### src/prp_pkg.sv
// Package for the partial random permutation unit.
// Holds the shared field widths, register indexes, queue item type and back-end states.
// No dependencies.
`default_nettype none

package prp_pkg;

  localparam int WORD_W      = 31;
  localparam int VAL_W       = 6;
  localparam int POS_W       = 5;
  localparam int CFG_W       = 6;
  localparam int CIDX_W      = 1;
  localparam int MAX_EMIT    = 32;
  localparam int DIV_STEPS   = 31;
  localparam int DCNT_W      = 5;
  localparam int QUEUE_DEPTH = 2;
  localparam int QPTR_W      = 1;

  localparam logic [CIDX_W-1:0] REG_SEQ_LENGTH = 1'b0;
  localparam logic [CIDX_W-1:0] REG_POOL_SIZE  = 1'b1;

  typedef struct packed {
    logic [WORD_W-1:0] word;
    logic              err;
  } prp_item_t;

  typedef struct packed {
    logic [CFG_W-1:0] seq_length;
    logic [CFG_W-1:0] pool_size;
    logic             restore;
  } prp_cfg_t;

  typedef enum logic [2:0] {
    ST_IDLE,
    ST_DIVIDE,
    ST_READ_PICK,
    ST_WRITE_STEP,
    ST_WRITE_PICK,
    ST_EMIT_READ,
    ST_EMIT_OUT
  } prp_state_t;

endpackage

`default_nettype wire

### src/prp_queue.sv
// Two-entry request queue between the front end and the back end.
// Depends on prp_pkg for the queued item type.
`default_nettype none

module prp_queue (
  input  wire logic              clk,
  input  wire logic              rst,
  input  wire logic              push,
  input  wire prp_pkg::prp_item_t push_item,
  input  wire logic              pop,
  output prp_pkg::prp_item_t     head,
  output logic                   empty,
  output logic                   full
);
  import prp_pkg::*;

  prp_item_t            entries [QUEUE_DEPTH];
  logic [QPTR_W-1:0]    wr_ptr;
  logic [QPTR_W-1:0]    rd_ptr;
  logic [QPTR_W:0]      count;
  logic                 do_push;
  logic                 do_pop;

  assign empty   = (count == '0);
  assign full    = (count == (QPTR_W+1)'(QUEUE_DEPTH));
  assign do_push = push && !full;
  assign do_pop  = pop && !empty;
  assign head    = entries[rd_ptr];

  always_ff @(posedge clk) begin
    if (do_push) begin
      entries[wr_ptr] <= push_item;
    end
  end

  always_ff @(posedge clk) begin
    if (rst) begin
      wr_ptr <= '0;
      rd_ptr <= '0;
      count  <= '0;
    end else begin
      if (do_push) begin
        wr_ptr <= wr_ptr + 1'b1;
      end
      if (do_pop) begin
        rd_ptr <= rd_ptr + 1'b1;
      end
      if (do_push && !do_pop) begin
        count <= count + 1'b1;
      end else if (do_pop && !do_push) begin
        count <= count - 1'b1;
      end
    end
  end

endmodule

`default_nettype wire

### src/prp_front.sv
// Front end: configuration registers, request acceptance and validity classification.
// Depends on prp_pkg; feeds prp_queue and passes configuration to prp_back.
`default_nettype none

module prp_front #(
  parameter int TABLE_SIZE = 32
) (
  input  wire logic                        clk,
  input  wire logic                        rst,
  input  wire logic                        start,
  input  wire logic [prp_pkg::WORD_W-1:0]  rand_word,
  input  wire logic                        wr_en,
  input  wire logic [prp_pkg::CIDX_W-1:0]  wr_index,
  input  wire logic [prp_pkg::CFG_W-1:0]   wr_data,
  input  wire logic                        q_full,
  output logic                             busy,
  output logic                             push,
  output prp_pkg::prp_item_t               push_item,
  output prp_pkg::prp_cfg_t                cfg
);
  import prp_pkg::*;

  logic [CFG_W-1:0] seq_length;
  logic [CFG_W-1:0] pool_size;
  logic             cfg_ok;

  always_ff @(posedge clk) begin
    if (rst) begin
      seq_length <= CFG_W'(4);
      pool_size  <= CFG_W'(8);
    end else if (wr_en) begin
      case (wr_index)
        REG_SEQ_LENGTH: seq_length <= wr_data;
        REG_POOL_SIZE:  pool_size  <= wr_data;
        default: ;
      endcase
    end
  end

  always_comb begin
    cfg_ok = (seq_length != '0) && (pool_size != '0) && (seq_length <= pool_size) &&
             ({1'b0, pool_size} <= (CFG_W+1)'(TABLE_SIZE)) &&
             ({1'b0, seq_length} <= (CFG_W+1)'(MAX_EMIT));
  end

  assign busy           = q_full;
  assign push           = start && !q_full;
  assign push_item.word = rand_word;
  assign push_item.err  = !cfg_ok;

  assign cfg.seq_length = seq_length;
  assign cfg.pool_size  = pool_size;
  assign cfg.restore    = wr_en && ((wr_index == REG_SEQ_LENGTH) || (wr_index == REG_POOL_SIZE));

endmodule

`default_nettype wire

### src/prp_mod.sv
// Iterative remainder unit: one restoring step per cycle over the 31-bit random word.
// Depends on prp_pkg for widths; used by prp_back.
`default_nettype none

module prp_mod (
  input  wire logic                        clk,
  input  wire logic                        rst,
  input  wire logic                        load,
  input  wire logic [prp_pkg::WORD_W-1:0]  dividend,
  input  wire logic [prp_pkg::CFG_W-1:0]   divisor,
  output logic                             done,
  output logic [prp_pkg::CFG_W-1:0]        rem
);
  import prp_pkg::*;

  logic              running;
  logic [DCNT_W-1:0] cnt;
  logic [WORD_W-1:0] dvd;
  logic [CFG_W-1:0]  dsr;
  logic [CFG_W:0]    trial;
  logic [CFG_W:0]    trial_sub;

  always_comb begin
    trial     = {rem, dvd[WORD_W-1]};
    trial_sub = trial - {1'b0, dsr};
  end

  always_ff @(posedge clk) begin
    if (load) begin
      dvd <= dividend;
      dsr <= divisor;
      rem <= '0;
    end else if (running) begin
      dvd <= {dvd[WORD_W-2:0], 1'b0};
      rem <= (trial >= {1'b0, dsr}) ? trial_sub[CFG_W-1:0] : trial[CFG_W-1:0];
    end
  end

  always_ff @(posedge clk) begin
    if (rst) begin
      running <= 1'b0;
      cnt     <= '0;
      done    <= 1'b0;
    end else begin
      done <= 1'b0;
      if (load) begin
        running <= 1'b1;
        cnt     <= '0;
      end else if (running) begin
        cnt <= cnt + 1'b1;
        if (cnt == DCNT_W'(DIV_STEPS - 1)) begin
          running <= 1'b0;
          done    <= 1'b1;
        end
      end
    end
  end

endmodule

`default_nettype wire

### src/prp_back.sv
// Back end: shuffle sequencer, permutation table memory with valid bits, result output.
// Depends on prp_pkg and instantiates prp_mod; takes requests from prp_queue.
`default_nettype none

module prp_back #(
  parameter int TABLE_SIZE = 32
) (
  input  wire logic                       clk,
  input  wire logic                       rst,
  input  wire prp_pkg::prp_cfg_t          cfg,
  input  wire prp_pkg::prp_item_t         head,
  input  wire logic                       q_empty,
  output logic                            pop,
  output logic                            done,
  output logic [prp_pkg::VAL_W-1:0]       value,
  output logic [prp_pkg::POS_W-1:0]       position,
  output logic                            last,
  output logic                            error
);
  import prp_pkg::*;

  localparam int IDX_W = (TABLE_SIZE > 1) ? $clog2(TABLE_SIZE) : 1;

  prp_state_t        state;
  prp_state_t        state_next;
  logic [IDX_W-1:0]  step;
  logic [IDX_W-1:0]  pick;
  logic [IDX_W-1:0]  k;
  logic [VAL_W-1:0]  hold;
  logic [TABLE_SIZE-1:0] valid;

  logic [VAL_W-1:0]  mem [TABLE_SIZE];
  logic [VAL_W-1:0]  rd_data;
  logic              rd_valid;
  logic [IDX_W-1:0]  rd_addr_q;
  logic [VAL_W-1:0]  eff_rd;

  logic              rd_en;
  logic [IDX_W-1:0]  rd_addr;
  logic              wr_en;
  logic [IDX_W-1:0]  wr_addr;
  logic [VAL_W-1:0]  wr_data;
  logic              div_load;
  logic              err_out;
  logic              val_out;

  logic              mod_done;
  logic [CFG_W-1:0]  mod_rem;
  logic [CFG_W-1:0]  span;
  logic              last_step;
  logic              last_k;

  assign span      = cfg.pool_size - CFG_W'(step);
  assign last_step = ((CFG_W+1)'(step) + 1'b1) == {1'b0, cfg.pool_size};
  assign last_k    = ((CFG_W+1)'(k) + 1'b1) == {1'b0, cfg.seq_length};
  assign eff_rd    = rd_valid ? rd_data : VAL_W'(rd_addr_q) + 1'b1;

  prp_mod u_mod (
    .clk      (clk),
    .rst      (rst),
    .load     (div_load),
    .dividend (head.word),
    .divisor  (span),
    .done     (mod_done),
    .rem      (mod_rem)
  );

  always_ff @(posedge clk) begin
    if (wr_en) begin
      mem[wr_addr] <= wr_data;
    end
    if (rd_en) begin
      rd_data   <= mem[rd_addr];
      rd_valid  <= valid[rd_addr];
      rd_addr_q <= rd_addr;
    end
  end

  always_comb begin
    state_next = state;
    case (state)
      ST_IDLE: begin
        if (!q_empty && !head.err) begin
          state_next = ST_DIVIDE;
        end
      end
      ST_DIVIDE: begin
        if (mod_done) begin
          state_next = ST_READ_PICK;
        end
      end
      ST_READ_PICK:  state_next = ST_WRITE_STEP;
      ST_WRITE_STEP: state_next = ST_WRITE_PICK;
      ST_WRITE_PICK: state_next = last_step ? ST_EMIT_READ : ST_IDLE;
      ST_EMIT_READ:  state_next = ST_EMIT_OUT;
      ST_EMIT_OUT:   state_next = last_k ? ST_IDLE : ST_EMIT_READ;
      default:       state_next = ST_IDLE;
    endcase
  end

  always_comb begin
    pop      = 1'b0;
    div_load = 1'b0;
    err_out  = 1'b0;
    val_out  = 1'b0;
    rd_en    = 1'b0;
    rd_addr  = step;
    wr_en    = 1'b0;
    wr_addr  = step;
    wr_data  = eff_rd;
    case (state)
      ST_IDLE: begin
        if (!q_empty) begin
          pop      = 1'b1;
          err_out  = head.err;
          div_load = !head.err;
        end
      end
      ST_DIVIDE: begin
        rd_en = mod_done;
      end
      ST_READ_PICK: begin
        rd_en   = 1'b1;
        rd_addr = pick;
      end
      ST_WRITE_STEP: begin
        wr_en = 1'b1;
      end
      ST_WRITE_PICK: begin
        wr_en   = 1'b1;
        wr_addr = pick;
        wr_data = hold;
      end
      ST_EMIT_READ: begin
        rd_en   = 1'b1;
        rd_addr = k;
      end
      ST_EMIT_OUT: begin
        val_out = 1'b1;
      end
      default: ;
    endcase
  end

  always_ff @(posedge clk) begin
    if (state == ST_DIVIDE && mod_done) begin
      pick <= IDX_W'((CFG_W+1)'(step) + (CFG_W+1)'(mod_rem));
    end
    if (state == ST_READ_PICK) begin
      hold <= eff_rd;
    end
    if (err_out || val_out) begin
      value    <= err_out ? '0 : eff_rd;
      position <= err_out ? '0 : POS_W'((CFG_W+1)'(k));
      last     <= err_out || last_k;
      error    <= err_out;
    end
  end

  always_ff @(posedge clk) begin
    if (rst) begin
      state <= ST_IDLE;
      step  <= '0;
      k     <= '0;
      valid <= '0;
      done  <= 1'b0;
    end else begin
      state <= state_next;
      done  <= err_out || val_out;
      if (wr_en) begin
        valid[wr_addr] <= 1'b1;
      end
      if (state == ST_WRITE_PICK) begin
        k <= '0;
        if (!last_step) begin
          step <= step + 1'b1;
        end
      end
      if (state == ST_EMIT_OUT) begin
        k <= k + 1'b1;
        if (last_k) begin
          valid <= '0;
          step  <= '0;
        end
      end
      if (cfg.restore) begin
        valid <= '0;
        step  <= '0;
      end
    end
  end

endmodule

`default_nettype wire

### src/partial_random_permutation_unit.sv
// Top level of the partial random permutation unit (Fisher-Yates shuffle with modulo bias).
// Depends on prp_pkg and instantiates prp_front, prp_queue and prp_back.
//
// Each request on start/rand_word performs one shuffle step; the step that completes
// pool_size steps is followed by seq_length results, each read from the table before it
// is output, and the table then returns to identity. A step takes the request from the
// queue, runs the bit-serial remainder unit (31 shift steps and a done strobe), then reads
// the table and swaps the two entries. An invalid configuration turns each request into
// one error result, registered in the cycle after it leaves the queue. Results are
// marked by done for exactly one cycle and cannot be stalled; busy is high while the
// two-entry request queue is full. Configuration writes restore the table and step count.
`default_nettype none

module partial_random_permutation_unit #(
  parameter int TABLE_SIZE = 32
) (
  input  wire logic                        clk,
  input  wire logic                        rst,
  input  wire logic                        start,
  output logic                             busy,
  input  wire logic [prp_pkg::WORD_W-1:0]  rand_word,
  input  wire logic                        wr_en,
  input  wire logic [prp_pkg::CIDX_W-1:0]  wr_index,
  input  wire logic [prp_pkg::CFG_W-1:0]   wr_data,
  output logic                             done,
  output logic [prp_pkg::VAL_W-1:0]        value,
  output logic [prp_pkg::POS_W-1:0]        position,
  output logic                             last,
  output logic                             error
);
  import prp_pkg::*;

  prp_item_t push_item;
  prp_item_t head;
  prp_cfg_t  cfg;
  logic      push;
  logic      pop;
  logic      q_empty;
  logic      q_full;

  prp_front #(
    .TABLE_SIZE (TABLE_SIZE)
  ) u_front (
    .clk       (clk),
    .rst       (rst),
    .start     (start),
    .rand_word (rand_word),
    .wr_en     (wr_en),
    .wr_index  (wr_index),
    .wr_data   (wr_data),
    .q_full    (q_full),
    .busy      (busy),
    .push      (push),
    .push_item (push_item),
    .cfg       (cfg)
  );

  prp_queue u_queue (
    .clk       (clk),
    .rst       (rst),
    .push      (push),
    .push_item (push_item),
    .pop       (pop),
    .head      (head),
    .empty     (q_empty),
    .full      (q_full)
  );

  prp_back #(
    .TABLE_SIZE (TABLE_SIZE)
  ) u_back (
    .clk      (clk),
    .rst      (rst),
    .cfg      (cfg),
    .head     (head),
    .q_empty  (q_empty),
    .pop      (pop),
    .done     (done),
    .value    (value),
    .position (position),
    .last     (last),
    .error    (error)
  );

endmodule

`default_nettype wire

### config.mk
export PLATFORM = sky130hd
export DESIGN_NAME = partial_random_permutation_unit
export DESIGN_NICKNAME = d
export VERILOG_FILES = /design/src/prp_pkg.sv /design/src/prp_queue.sv /design/src/prp_front.sv /design/src/prp_mod.sv /design/src/prp_back.sv /design/src/partial_random_permutation_unit.sv
export SDC_FILE = /design/constraint.sdc
export NUM_CORES = 1
export LEC_CHECK = 0
export CAP_MARGIN = 0
export CORE_UTILIZATION = 57
export DETAILED_ROUTE_END_ITERATION = 12
export DONT_BUFFER_PORTS = 1
export HOLD_SLACK_MARGIN = 0.15
export PLACE_DENSITY = 0.75
export SLEW_MARGIN = 15
export SYNTH_ARGS = -nofsm -noshare
export SYNTH_HDL_FRONTEND = slang
export SYNTH_SLANG_ARGS = --single-unit
export TNS_END_PERCENT = 50
### constraint.sdc
create_clock -name clk -period 3.05 [get_ports clk]
set_input_delay 0.1525 -clock clk [delete_from_list [all_inputs] [get_ports clk]]
set_output_delay 0.1525 -clock clk [all_outputs]
set_load 0.02 [all_outputs]
==> results of run 1 <==
-- worst paths after layout --
path	end	slack (ns)	depth (start not counted)
worst min-delay path	u_queue.entries[1][0]	0.25	2
worst min register to register	u_back.valid[25]	0.47	1
worst max-delay path	u_back.rd_data[4]	0.21	9
worst max register to register	u_back.rd_data[4]	0.21	9
-- power breakdown --
group | leakage (nW) | total (W) | switching [W] | internal (W)
Sequential | 3.63 | 0.00702 | 0.000310 | 0.00671
Combinational | 2.97 | 0.00263 | 0.00166 | 0.000975
Clock | 0.664 | 0.00508 | 0.00207 | 0.00301
-- layout make-up --
class | instances | area, um^2 | share of cell area [%]
Sequential cell | 405 | 11400 | 57.6
Multi-Input combinational cell | 820 | 5290 | 26.7
Clock buffer | 51 | 1110 | 5.63
Timing Repair Buffer | 117 | 1080 | 5.44
Tap cell | 390 | 488 | 2.47
Clock inverter | 23 | 244 | 1.23
Inverter | 47 | 176 | 0.891
-- what timing repair did --
action	CTS	global route
endpoints found under the hold margin	132	0
hold buffers	55	0
endpoints found under the setup margin	0	0
-- metal layers --
metal	vias up	GRT usage (%)	part of all wire, %
met1	5440	34.8	42
met4	0	8.26	2.7
met5	-	0	0
li1	5146	-	-
met2	445	42.5	48
met3	93	4.46	7.0
-- cells by family (layout without fill, tap and decap cells) --
family | after synthesis | count (layout) | synth area share, %
adder cells (fa/ha/maj) | 30 | 30 | 2.32
XOR/XNOR | 31 | 31 | 1.58
AND/OR/NAND/NOR | 412 | 412 | 10.7
multiplexers | 88 | 88 | 5.13
flip-flops | 405 | 405 | 66.4
AO/OA/AOI/OAI | 259 | 259 | 10.7
buffers and inverters | 119 | 238 | 3.13
-- cell usage after synthesis (all sizes together), types with 29 or more instances --
| cell type | n |
|---|---|
| inv | 47 |
| dfxtp | 76 |
| o21a | 39 |
| a21oi | 30 |
| a32oi | 49 |
| buf | 43 |
| edfxtp | 329 |
| clkbuf | 29 |
| nor2 | 84 |
| nand2 | 201 |
| nand3 | 38 |
| mux2i | 87 |
| o21ai | 62 |
-- stage by stage --
stage                     cells  cell area [um^2]  setup WS (ns)  power [W]  hold WS (ns)
final                      1853             19800          0.209     0.0147         0.246
after global routing       1853             19800         0.0716     0.0153         0.258
after CTS                  1853             19800          0.270     0.0147         0.245
after detailed placement   1724             17900          0.296    0.00964         0.223
after global placement     1724             17900          0.307    0.00956         0.225
after floorplan            1344             17200          0.230    0.00893         0.251
-- worst max-delay path, delay by kind of cell (launching register included) --
kind | cells | cell delay, ns
buffers and inverters | 2 | 0.59
DFF | 1 | 0.55
and+or+nand+nor | 3 | 0.24
AOI/OAI and AO/OA | 4 | 1.16
-- flip-flops by register name, indices dropped and copies added (netlist names), 3 cells and up, named ones only --
signal	count
u_back.rd_data	6
u_front.pool_size	6
u_back.hold	6
u_back.value	6
u_back.u_mod.rem	6
u_back.step	5
u_back.u_mod.dvd	31
u_back.position	5
u_back.valid	32
u_queue.entries	64
u_front.seq_length	6
u_back.u_mod.cnt	5
u_back.u_mod.dsr	6
u_back.rd_addr_q	5
u_back.pick	5
u_back.state	3
u_back.k	5
u_back.mem	192
-- cells in the final DEF, fill, tap and decap left out, types with 19 or more instances in the layout --
| cell | instances |
|---|---|
| sky130_fd_sc_hd__mux2i_1 | 87 |
| sky130_fd_sc_hd__nand2_1 | 200 |
| sky130_fd_sc_hd__a32oi_1 | 49 |
| sky130_fd_sc_hd__dlygate4sd3_1 | 54 |
| sky130_fd_sc_hd__nand3_1 | 38 |
| sky130_fd_sc_hd__clkbuf_16 | 41 |
| sky130_fd_sc_hd__inv_1 | 45 |
| sky130_fd_sc_hd__edfxtp_1 | 329 |
| sky130_fd_sc_hd__nor2_1 | 81 |
| sky130_fd_sc_hd__buf_4 | 58 |
| sky130_fd_sc_hd__xnor2_1 | 20 |
| sky130_fd_sc_hd__ha_1 | 27 |
| sky130_fd_sc_hd__o21ai_0 | 52 |
| sky130_fd_sc_hd__dfxtp_1 | 75 |
| sky130_fd_sc_hd__o21a_1 | 39 |
| sky130_fd_sc_hd__a21oi_1 | 27 |
| sky130_fd_sc_hd__nor3_1 | 19 |
==> qor.tcl, run 1 <==
set qor(synth-edff-count) 329
set qor(timing.critical_path.from_type) {register}
set qor(max-clock-path-buffers) 3
set qor(static-leakage-power_nw) 7.26
set qor(postSynthAreaPerCell_um2) 12.8
set qor(detail_route.vias_per_cell) 6.00
set qor(row_count) 63
set qor(drtPass1Iterations) 7
set qor(route.antenna.remaining_nets) 0
set qor(floorplan.initialDensity_pct) 58.0
set qor(fin_tns_setup_ns) 0
set qor(finClkSkew_ns) 0.0180
set qor(timing_hold_violations_final) 0
set qor(dominant_cell_type_by_count_on_the_critical_path) {sky130_fd_sc_hd__buf_4}
set qor(layout-area-overhead-vs-synth_pct) 15.2
set qor(io-pin-count) 57
set qor(maxClockFrequency_ghz) 0.352
set qor(cts.sink_count) 405
set qor(critical_path_launch_point) {u_back.state[2]}
set qor(wire_length_of_the_first_global_routing_pass_um) 61000
set qor(power.ir.vdd_worst_mv) 0.652
set qor(fp.dieH_um) 176
set qor(die_width_um) 176
set qor(antenna_found_initial) 0
set qor(core_area_um2) 29600
set qor(synth_warnings) 0
set qor(timing_worst_slew_pin_value_ns) 1.06
set qor(delay_contributed_by_the_slowest_stage_of_the_critical_path_ns) 0.59
set qor(cp_cell_sequence) {buf_4 > nor3_1 > o21ai_1 > o311ai_4 > nor2_2 > buf_4 > a32oi_1 > a311oi_1 > nor4_2}
set qor(postSynth.asyncResetShare_pct) 0
set qor(finalSetupViolCount) 0
set qor(unrepaired_setup_endpoints_after_global_routing) {false}
set qor(nets) 1504
set qor(track_usage_pct) 25.7
set qor(worst-path-max-fanout) 28
set qor(first_global_vias) 11100
set qor(largest_net_degree_at_the_start_of_global_routing) 49
set qor(synth_top_flop_cell) {sky130_fd_sc_hd__edfxtp_1}
set qor(final_min_period_over_clock_period_pct) 93.2
set qor(clk_root_buffer_cell) {sky130_fd_sc_hd__clkbuf_16}
set qor(synth_sequential_area_ratio_pct) 66.4
set qor(detailed_place_hpwl_um) 23700
set qor(finalWeightedCongestion) 0.873
set qor(critical_path_data_arrival_time_ns) 3.11
set qor(synth_area_leader_cell) {sky130_fd_sc_hd__edfxtp_1}
set qor(slew_headroom_pct) 28.9
set qor(fillCellCount) 2104
set qor(cts.htree.levels) 2
set qor(port-buffer-count) 0
set qor(path_clk_slew_ns) 0.06
set qor(mappedNetlistNets) 1416
set qor(r2r-start) {u_back.state[2]}
set qor(min_path_type) {in -> reg}
set qor(power.density_cell_area_nw_per_um2) 744
set qor(drv_slew) 0
set qor(cts_tree) {done}
set qor(netlist_area_um2) 17200
set qor(postLayoutCoreUtil_pct) 66.8
set qor(wire_per_inst_um) 20.8
set qor(final.min_clock_period_ns) 2.84
set qor(cts-buffers-inserted) 41
set qor(post_cts_resized) 0
set qor(syn-instance-count) 1344
set qor(drt_iter0_drc) 1044
set qor(share_of_layout_cells_above_drive_strength_1_pct) 10.3
set qor(crit_slowest_cell) {sky130_fd_sc_hd__a311oi_1}
set qor(globalRoute.totalOverflow) 0
set qor(endpoint_kind) {register}
set qor(vias) 11100
set qor(maxCapViolCount) 0
set qor(antenna-diode-count) 0
set qor(post_synth_num_cell_types) 66
set qor(outcome) {finished, final reports clean}
set qor(synth.ff_latch_count) 405
set qor(synthDominantCellAreaShare_pct) 57.5
set qor(route.detailed.drc) 0
set qor(critical_path_class) {reg -> reg}
set qor(post_cts_setup_buffer_count) 0
set qor(worst_skew_pair.late_latency_ns) 0.54
set qor(yosys-top-cells-area) {sky130_fd_sc_hd__edfxtp_1, sky130_fd_sc_hd__dfxtp_1, sky130_fd_sc_hd__mux2i_1, sky130_fd_sc_hd__nand2_1, sky130_fd_sc_hd__a32oi_1}
set qor(holdCritStartpoint) {start}
set qor(crit_required_ns) 3.31
set qor(finalWirelength_um) 38600
set qor(design.die.area_um2) 30800
Power figures use the tool's default switching activity.
==> run 2: changes to the inputs <==
Settings changed: CORE_ASPECT_RATIO set to 0.75.
==> qor.tcl, run 2 (same netlist as run 1, synthesis figures left out) <==
set qor(outcome) {finished, final reports clean}
set qor(worst-path-max-fanout) 11 ;# -61%
set qor(finalWeightedCongestion) 0.859 ;# -1.6%
set qor(p_total_w) 0.0144 ;# -2.6%
set qor(detailed_place_hpwl_um) 24900 ;# +5.1%
set qor(wire_per_inst_um) 21.3 ;# +2.0%
set qor(track_usage_pct) 26.2 ;# +0.41 points
set qor(path_clk_slew_ns) 0.07 ;# about the same
set qor(power.density_cell_area_nw_per_um2) 728 ;# -2.2%
set qor(route.detailed.drc) 0 ;# unchanged
set qor(post_cts_setup_buffer_count) 0 ;# unchanged
set qor(r2r-start) {u_back.state[1]}
set qor(globalRoute.totalOverflow) 0 ;# unchanged
set qor(cts_tree) {done}
set qor(final.min_clock_period_ns) 2.82 ;# -0.0212 ns
set qor(critical_path_class) {reg -> reg}
set qor(layout_top_registers) {u_back.mem: 192 flops, u_queue.entries: 64 flops, u_back.valid: 32 flops}
set qor(largest-register) {u_back.mem}
set qor(layout_common_cells) {sky130_fd_sc_hd__edfxtp_1, sky130_fd_sc_hd__nand2_1, sky130_fd_sc_hd__mux2i_1}
set qor(cts-buffers-inserted) 39 ;# -4.9%
set qor(min_path_type) {in -> reg}
set qor(clk_root_buffer_cell) {sky130_fd_sc_hd__clkbuf_16}
set qor(timing_worst_slew_pin_value_ns) 0.748 ;# -0.314 ns
set qor(finalWirelength_um) 39500 ;# +2.4%
set qor(fillCellCount) 2094 ;# -0.48%
set qor(antenna_found_initial) 1 ;# +1
set qor(port-buffer-count) 0 ;# unchanged
set qor(die_width_um) 202 ;# +15%
set qor(drv_slew) 0 ;# unchanged
set qor(share_of_layout_cells_above_drive_strength_1_pct) 11.2 ;# +0.93 points
set qor(max-clock-path-buffers) 3 ;# unchanged
set qor(first_global_vias) 10900 ;# -1.8%
set qor(maxClockFrequency_ghz) 0.355 ;# +0.75%
set qor(nets) 1512 ;# +0.53%
set qor(unrepaired_setup_endpoints_after_global_routing) {false}
set qor(io-pin-count) 57 ;# unchanged
set qor(cts.sink_count) 405 ;# unchanged
set qor(static-leakage-power_nw) 7.24 ;# -0.21%
set qor(drtPass1Iterations) 5 ;# -2
set qor(power.ir.vdd_worst_mv) 0.715 ;# +9.7%
set qor(timing.critical_path.from_type) {register}
set qor(worst_skew_pair.late_latency_ns) 0.53 ;# about the same
set qor(core_area_um2) 29300 ;# -1.1%
set qor(finClkSkew_ns) 0.0272 ;# +0.00914 ns
set qor(final-seq-area_um2) 11400 ;# about the same
set qor(route.antenna.remaining_nets) 0 ;# unchanged
set qor(maxCapViolCount) 0 ;# unchanged
set qor(vias) 11200 ;# +0.23%
set qor(crit_required_ns) 3.32 ;# about the same
set qor(detail_route.vias_per_cell) 5.99 ;# -0.14%
set qor(fp.dieH_um) 152 ;# -13%
set qor(critical_path_data_arrival_time_ns) 3.09 ;# -0.02 ns
set qor(row_count) 54 ;# -14%
set qor(critical_path_launch_point) {u_back.state[1]}
set qor(cts.htree.levels) 2 ;# unchanged
set qor(largest_reg_flops) 192 ;# unchanged
set qor(slew_headroom_pct) 50.1 ;# +21 points
set qor(final_min_period_over_clock_period_pct) 92.5 ;# -0.70 points
set qor(wire_length_of_the_first_global_routing_pass_um) 62100 ;# +1.8%
set qor(largest_net_degree_at_the_start_of_global_routing) 57 ;# +16%
set qor(fin_worst_hold_slack_ns) 0.269 ;# +0.0225 ns
set qor(layout-area-overhead-vs-synth_pct) 14.7
set qor(timing_hold_violations_final) 0 ;# unchanged
set qor(multi_input_comb_area_um2) 5310 ;# +0.43%
set qor(drt_iter0_drc) 1380 ;# +32%
set qor(design.die.area_um2) 30800 ;# about the same
set qor(floorplan.initialDensity_pct) 58.6 ;# +0.62 points
set qor(fin_tns_setup_ns) 0 ;# unchanged
set qor(layout_commonest_cell) {sky130_fd_sc_hd__edfxtp_1}
set qor(holdCritStartpoint) {start}
set qor(endpoint_kind) {register}
set qor(finalSetupViolCount) 0 ;# unchanged
-- run 2: cell count changes in the layout (fill, tap and decap cells not counted), moves of 3 or more --
cell and change:
sky130_fd_sc_hd__clkinv_2 +4, sky130_fd_sc_hd__buf_4 +11, sky130_fd_sc_hd__clkbuf_1 +4, sky130_fd_sc_hd__a311oi_1 -3, sky130_fd_sc_hd__buf_12 +4, sky130_fd_sc_hd__dlygate4sd3_1 -5
sky130_fd_sc_hd__a311oi_2 +3, sky130_fd_sc_hd__bufinv_16 -5
-- run 2: through the flow --
step                setup WS (ns)  instances  instance area (um^2)  util, %
floorplan                   0.230       1344                 17200        -
global placement           0.0679       1741                 18000     61.5
detailed placement        0.00133       1741                 18000     61.5
CTS                        0.0161       1859                 19700     67.1
global route                0.116       1860                 19700     67.2
finish                      0.230       1860                 19700     67.2
-- run 2: routing by layer --
metal	vias up	global-route usage, %	routed length, um
li1	5155	-	-
met1	5468	39.5	17700
met2	464	38.6	17400
met3	63	5.62	3610
met4	0	6.44	763
met5	-	0	0
-- run 2: path summary, 6_finish.rpt --
check,end,slack (ns),depth (start not counted)
worst max-delay path,u_back.rd_data[3],0.23,7
worst min register to register,u_back.valid[4],0.47,1
worst max register to register,u_back.rd_data[3],0.23,7
worst min-delay path,u_queue.entries[1][25],0.27,2
-- run 2: layout make-up --
cell class / instances / share of cell area (%)
clock buffer: 51 / 5.33
multi-input combinational: 820 / 27.0
tap: 392 / 2.49
sequential: 405 / 57.9
inverter: 47 / 0.895
antenna: 1 / 0.0127
clock inverter: 17 / 0.432
timing repair buffer: 127 / 6.03
-- run 2: report_power, final --
group / switching, W / internal, W
registers: 0.000369 / 0.00671
logic: 0.00177 / 0.00110
clock network: 0.00198 / 0.00243
-- run 2: critical path, stage by stage, from the launching register on --
cell	delay, ns
sky130_fd_sc_hd__dfxtp_1	0.50
sky130_fd_sc_hd__nand2b_1	0.25
sky130_fd_sc_hd__o22ai_1	0.13
sky130_fd_sc_hd__nand2_1	0.09
sky130_fd_sc_hd__o311a_1	0.50
sky130_fd_sc_hd__nor2b_2	0.43
sky130_fd_sc_hd__a21boi_0	0.55
sky130_fd_sc_hd__nor4_2	0.09
-- run 2: repair_timing --
item                                    in CTS  in global routing
hold buffers                                50                  0
resized for setup                            1                  7
endpoints found under the setup margin       1                  3
hold endpoints to repair                   128                  0
==> run 3: changes to the inputs <==
Settings changed: ABC_AREA set to 1, CORE_UTILIZATION 57 to 58, PLACE_DENSITY 0.75 to 0.76.
==> qor.tcl, run 3 <==
set qor(outcome) {finished with violations}
set qor(violations) {design-rule violations}
set qor(detailed_place.area_um2) 18900 ;# +4.9%
set qor(route.detailed.drc) 4 ;# +4
set qor(postSynthAreaPerCell_um2) 9.75 ;# -24%
set qor(timing_hold_violations_final) 0 ;# unchanged
set qor(design_area_um2) 20700 ;# +5.0%
set qor(critical_path_data_arrival_time_ns) 3.04 ;# -0.05 ns
set qor(synthDominantCellAreaShare_pct) 54.2 ;# -3.3 points
set qor(postSynth.asyncResetShare_pct) 0 ;# unchanged
set qor(syn-instance-count) 1868 ;# +39%
set qor(final_cell_count_no_fill) 2357 ;# +27%
set qor(internal_power_w) 0.00987 ;# -3.5%
set qor(share_comb_of_total_power_pct) 12.9 ;# -7.1 points
set qor(cts_tree) {done}
set qor(yosys-top-cells-area) {sky130_fd_sc_hd__edfxtp_1, sky130_fd_sc_hd__dfxtp_1, sky130_fd_sc_hd__nand2_1, sky130_fd_sc_hd__inv_1, sky130_fd_sc_hd__nand3_1}
set qor(p_seq_share_pct) 51.7 ;# +2.4 points
set qor(worst_skew_pair.late_latency_ns) 0.56 ;# +0.03 ns
set qor(fillCellCount) 2257 ;# +7.8%
set qor(detail_route.vias_per_cell) 5.64 ;# -5.9%
set qor(synth_commonest_cells) {sky130_fd_sc_hd__nand2_1, sky130_fd_sc_hd__edfxtp_1, sky130_fd_sc_hd__inv_1}
set qor(globalRoute.totalOverflow) 0 ;# unchanged
set qor(fp.dieH_um) 155 ;# +2.0%
set qor(floorplan.initialDensity_pct) 59.6 ;# +1.0 points
set qor(layout-area-overhead-vs-synth_pct) 13.6
set qor(post_synth_and_or_nand_nor_area_fraction_pct) 20.8 ;# +10 points
set qor(cts-buffers-inserted) 39 ;# unchanged
set qor(path_clk_slew_ns) 0.07 ;# about the same
set qor(synth-edff-count) 329 ;# unchanged
set qor(route.antenna.remaining_nets) 0 ;# unchanged
set qor(synth-compound-area-share_pct) 4.33 ;# -6.4 points
set qor(track_usage_pct) 27.1 ;# +0.99 points
set qor(synth_sequential_area_ratio_pct) 62.6 ;# -3.8 points
set qor(synth.mux.area_fraction_pct) 0.0618 ;# -5.1 points
set qor(crit_required_ns) 3.36 ;# +0.04 ns
set qor(final_min_period_over_clock_period_pct) 89.4 ;# -3.0 points
set qor(synth_most_common_cell) {sky130_fd_sc_hd__nand2_1}
set qor(synth_top_flop_cell) {sky130_fd_sc_hd__edfxtp_1}
set qor(proportion_of_power_drawn_by_the_clock_network_pct) 35.4 ;# +4.7 points
set qor(drv_slew) 0 ;# unchanged
set qor(finalWeightedCongestion) 0.948 ;# +10%
set qor(antenna-diode-count) 0 ;# -1
set qor(io-pin-count) 57 ;# unchanged
set qor(cts.htree.levels) 2 ;# unchanged
set qor(largest_family_of_logic_cells_by_synthesized_area) {simple AND/OR/NAND/NOR gates}
set qor(slew_headroom_pct) 20.9 ;# -29 points
set qor(post_cts_setup_buffer_count) 0 ;# unchanged
set qor(largest_reg_flops) 192 ;# unchanged
set qor(layout_commonest_cell) {sky130_fd_sc_hd__nand2_1}
set qor(synth_warnings) 0 ;# unchanged
set qor(first_global_vias) 12700 ;# +16%
set qor(wire_length_of_the_first_global_routing_pass_um) 67100 ;# +8.0%
set qor(drt_iter0_drc) 1413 ;# +2.4%
set qor(clk_root_buffer_cell) {sky130_fd_sc_hd__clkbuf_16}
set qor(largest-register) {u_back.mem}
set qor(maxClockFrequency_ghz) 0.367 ;# +3.4%
set qor(worst-path-max-fanout) 15 ;# +4
set qor(endpoint_kind) {register}
set qor(timing.critical_path.from_type) {register}
set qor(share_of_layout_cells_above_drive_strength_1_pct) 7.61 ;# -3.6 points
set qor(post_synth_num_cell_types) 35 ;# -47%
set qor(synth.ff_latch_count) 405 ;# unchanged
set qor(wire_per_inst_um) 18.0 ;# -15%
set qor(power.density_cell_area_nw_per_um2) 650 ;# -11%
set qor(row_count) 55 ;# +1.9%
set qor(mappedNetlistNets) 1940 ;# +37%
set qor(die_width_um) 207 ;# +2.0%
set qor(synth_area_leader_cell) {sky130_fd_sc_hd__edfxtp_1}
set qor(layout_common_cells) {sky130_fd_sc_hd__nand2_1, sky130_fd_sc_hd__edfxtp_1, sky130_fd_sc_hd__inv_1}
set qor(p_sw_share_pct) 26.6 ;# -2.1 points
set qor(yosys.area_share.xor_xnor_pct) 1.30 ;# -0.28 points
set qor(core_area_um2) 30600 ;# +4.2%
set qor(final.min_clock_period_ns) 2.73 ;# -0.0929 ns
set qor(netlist_area_um2) 18200 ;# +6.0%
set qor(maxCapViolCount) 0 ;# unchanged
set qor(nets) 1999 ;# +32%
set qor(cts.sink_count) 405 ;# unchanged
set qor(design.die.area_um2) 32100 ;# +4.1%
set qor(layout_top_registers) {u_back.mem: 192 flops, u_queue.entries: 64 flops, u_back.valid: 32 flops}
set qor(timing_worst_slew_pin_value_ns) 1.18 ;# +0.434 ns
set qor(static-leakage-power_nw) 8.35 ;# +15%
set qor(port-buffer-count) 0 ;# unchanged
set qor(detailed_place_hpwl_um) 26000 ;# +4.1%
set qor(netSwitchingPower_w) 0.00358 ;# -13%
set qor(max-clock-path-buffers) 3 ;# unchanged
set qor(unrepaired_setup_endpoints_after_global_routing) {false}
set qor(vias) 13300 ;# +19%
set qor(fin_tns_setup_ns) 0 ;# unchanged
set qor(drtPass1Iterations) 9 ;# +4
set qor(critical_path_class) {reg -> reg}
set qor(postLayoutCoreUtil_pct) 67.7 ;# +0.51 points
set qor(synth_fa_ha_area_share_pct) 2.18 ;# -0.13 points
set qor(finalSetupViolCount) 0 ;# unchanged
set qor(power.ir.vdd_worst_mv) 0.655 ;# -8.4%
set qor(placed_cells) 2234 ;# +28%
set qor(finalWirelength_um) 42500 ;# +7.4%
set qor(antenna_found_initial) 0 ;# -1
set qor(finClkSkew_ns) 0.0169 ;# -0.0102 ns
set qor(p_total_w) 0.0135 ;# -6.3%
set qor(min_path_type) {in -> reg}
set qor(largest_net_degree_at_the_start_of_global_routing) 73 ;# +28%
## run 3: final timing paths
kind	depth (start not counted)	endpoint	slack, ns	from
setup / recovery	11	u_back.rd_data[4]	0.32	u_back.state[0]
hold / removal	1	u_queue.entries[1][14]	0.25	rand_word[13]
setup reg to reg	11	u_back.rd_data[4]	0.32	u_back.state[0]
hold reg to reg	1	u_queue.rd_ptr	0.47	u_queue.rd_ptr
## run 3: per-layer routing
| metal | part of all wire, % | GRT usage [%] |
|---|---|---|
| met1 | 42 | 39.0 |
| met2 | 45 | 41.5 |
| met3 | 10 | 5.28 |
| met4 | 2.5 | 9.10 |
| met5 | 0 | 0 |
## run 3: area by class of cell
cell class                 instances  area [um^2]  area share, %
clock buffer                      54         1090           5.28
timing repair buffer             104         1010           4.87
inverter                         321         1200           5.82
clock inverter                    18          166          0.804
multi-input combinational       1056         5320           25.7
sequential                       405        11400           55.1
tap                              399          499           2.41
## run 3: cells by family after synthesis
logic type      after synthesis
xor+xnor                     27
mux                           1
flops                       405
compound gates              136
fa+ha+maj                    30
simple gates                862
buf+inv                     407
## run 3: critical path, stage by stage, from the launching register on
cell                      delay (ns)
sky130_fd_sc_hd__dfxtp_1        0.45
sky130_fd_sc_hd__nor2_1         0.11
sky130_fd_sc_hd__nand2_1        0.14
sky130_fd_sc_hd__inv_1          0.22
sky130_fd_sc_hd__nand2_1        0.13
sky130_fd_sc_hd__o21ai_0        0.15
sky130_fd_sc_hd__a21oi_4        0.48
sky130_fd_sc_hd__inv_1          0.38
sky130_fd_sc_hd__nand3_1        0.20
sky130_fd_sc_hd__nand2_1        0.08
sky130_fd_sc_hd__nand2_1        0.07
sky130_fd_sc_hd__nand2_1        0.06
## run 3: power by group through the flow
stage | logic, W | clock network, W | registers [W]
after CTS | 0.00173 | 0.00481 | 0.00695
final | 0.00173 | 0.00476 | 0.00696
after detailed placement | 0.00165 | 0 | 0.00707
after global placement | 0.00160 | 0 | 0.00704
after floorplan | 0.00127 | 0 | 0.00699
after global routing | 0.00196 | 0.00504 | 0.00702
## run 3: repair_timing
action	CTS	global route
setup endpoints to repair	0	7
hold endpoints to repair	93	0
hold buffers	51	0
gates resized for setup	0	1
## run 3: through the flow
stage	hold slack [ns]	setup slack [ns]
after floorplan	0.251	0.179
after global routing	0.241	0.131
after CTS	0.228	0.105
after global placement	0.225	0.447
final	0.247	0.323
after detailed placement	0.227	0.168
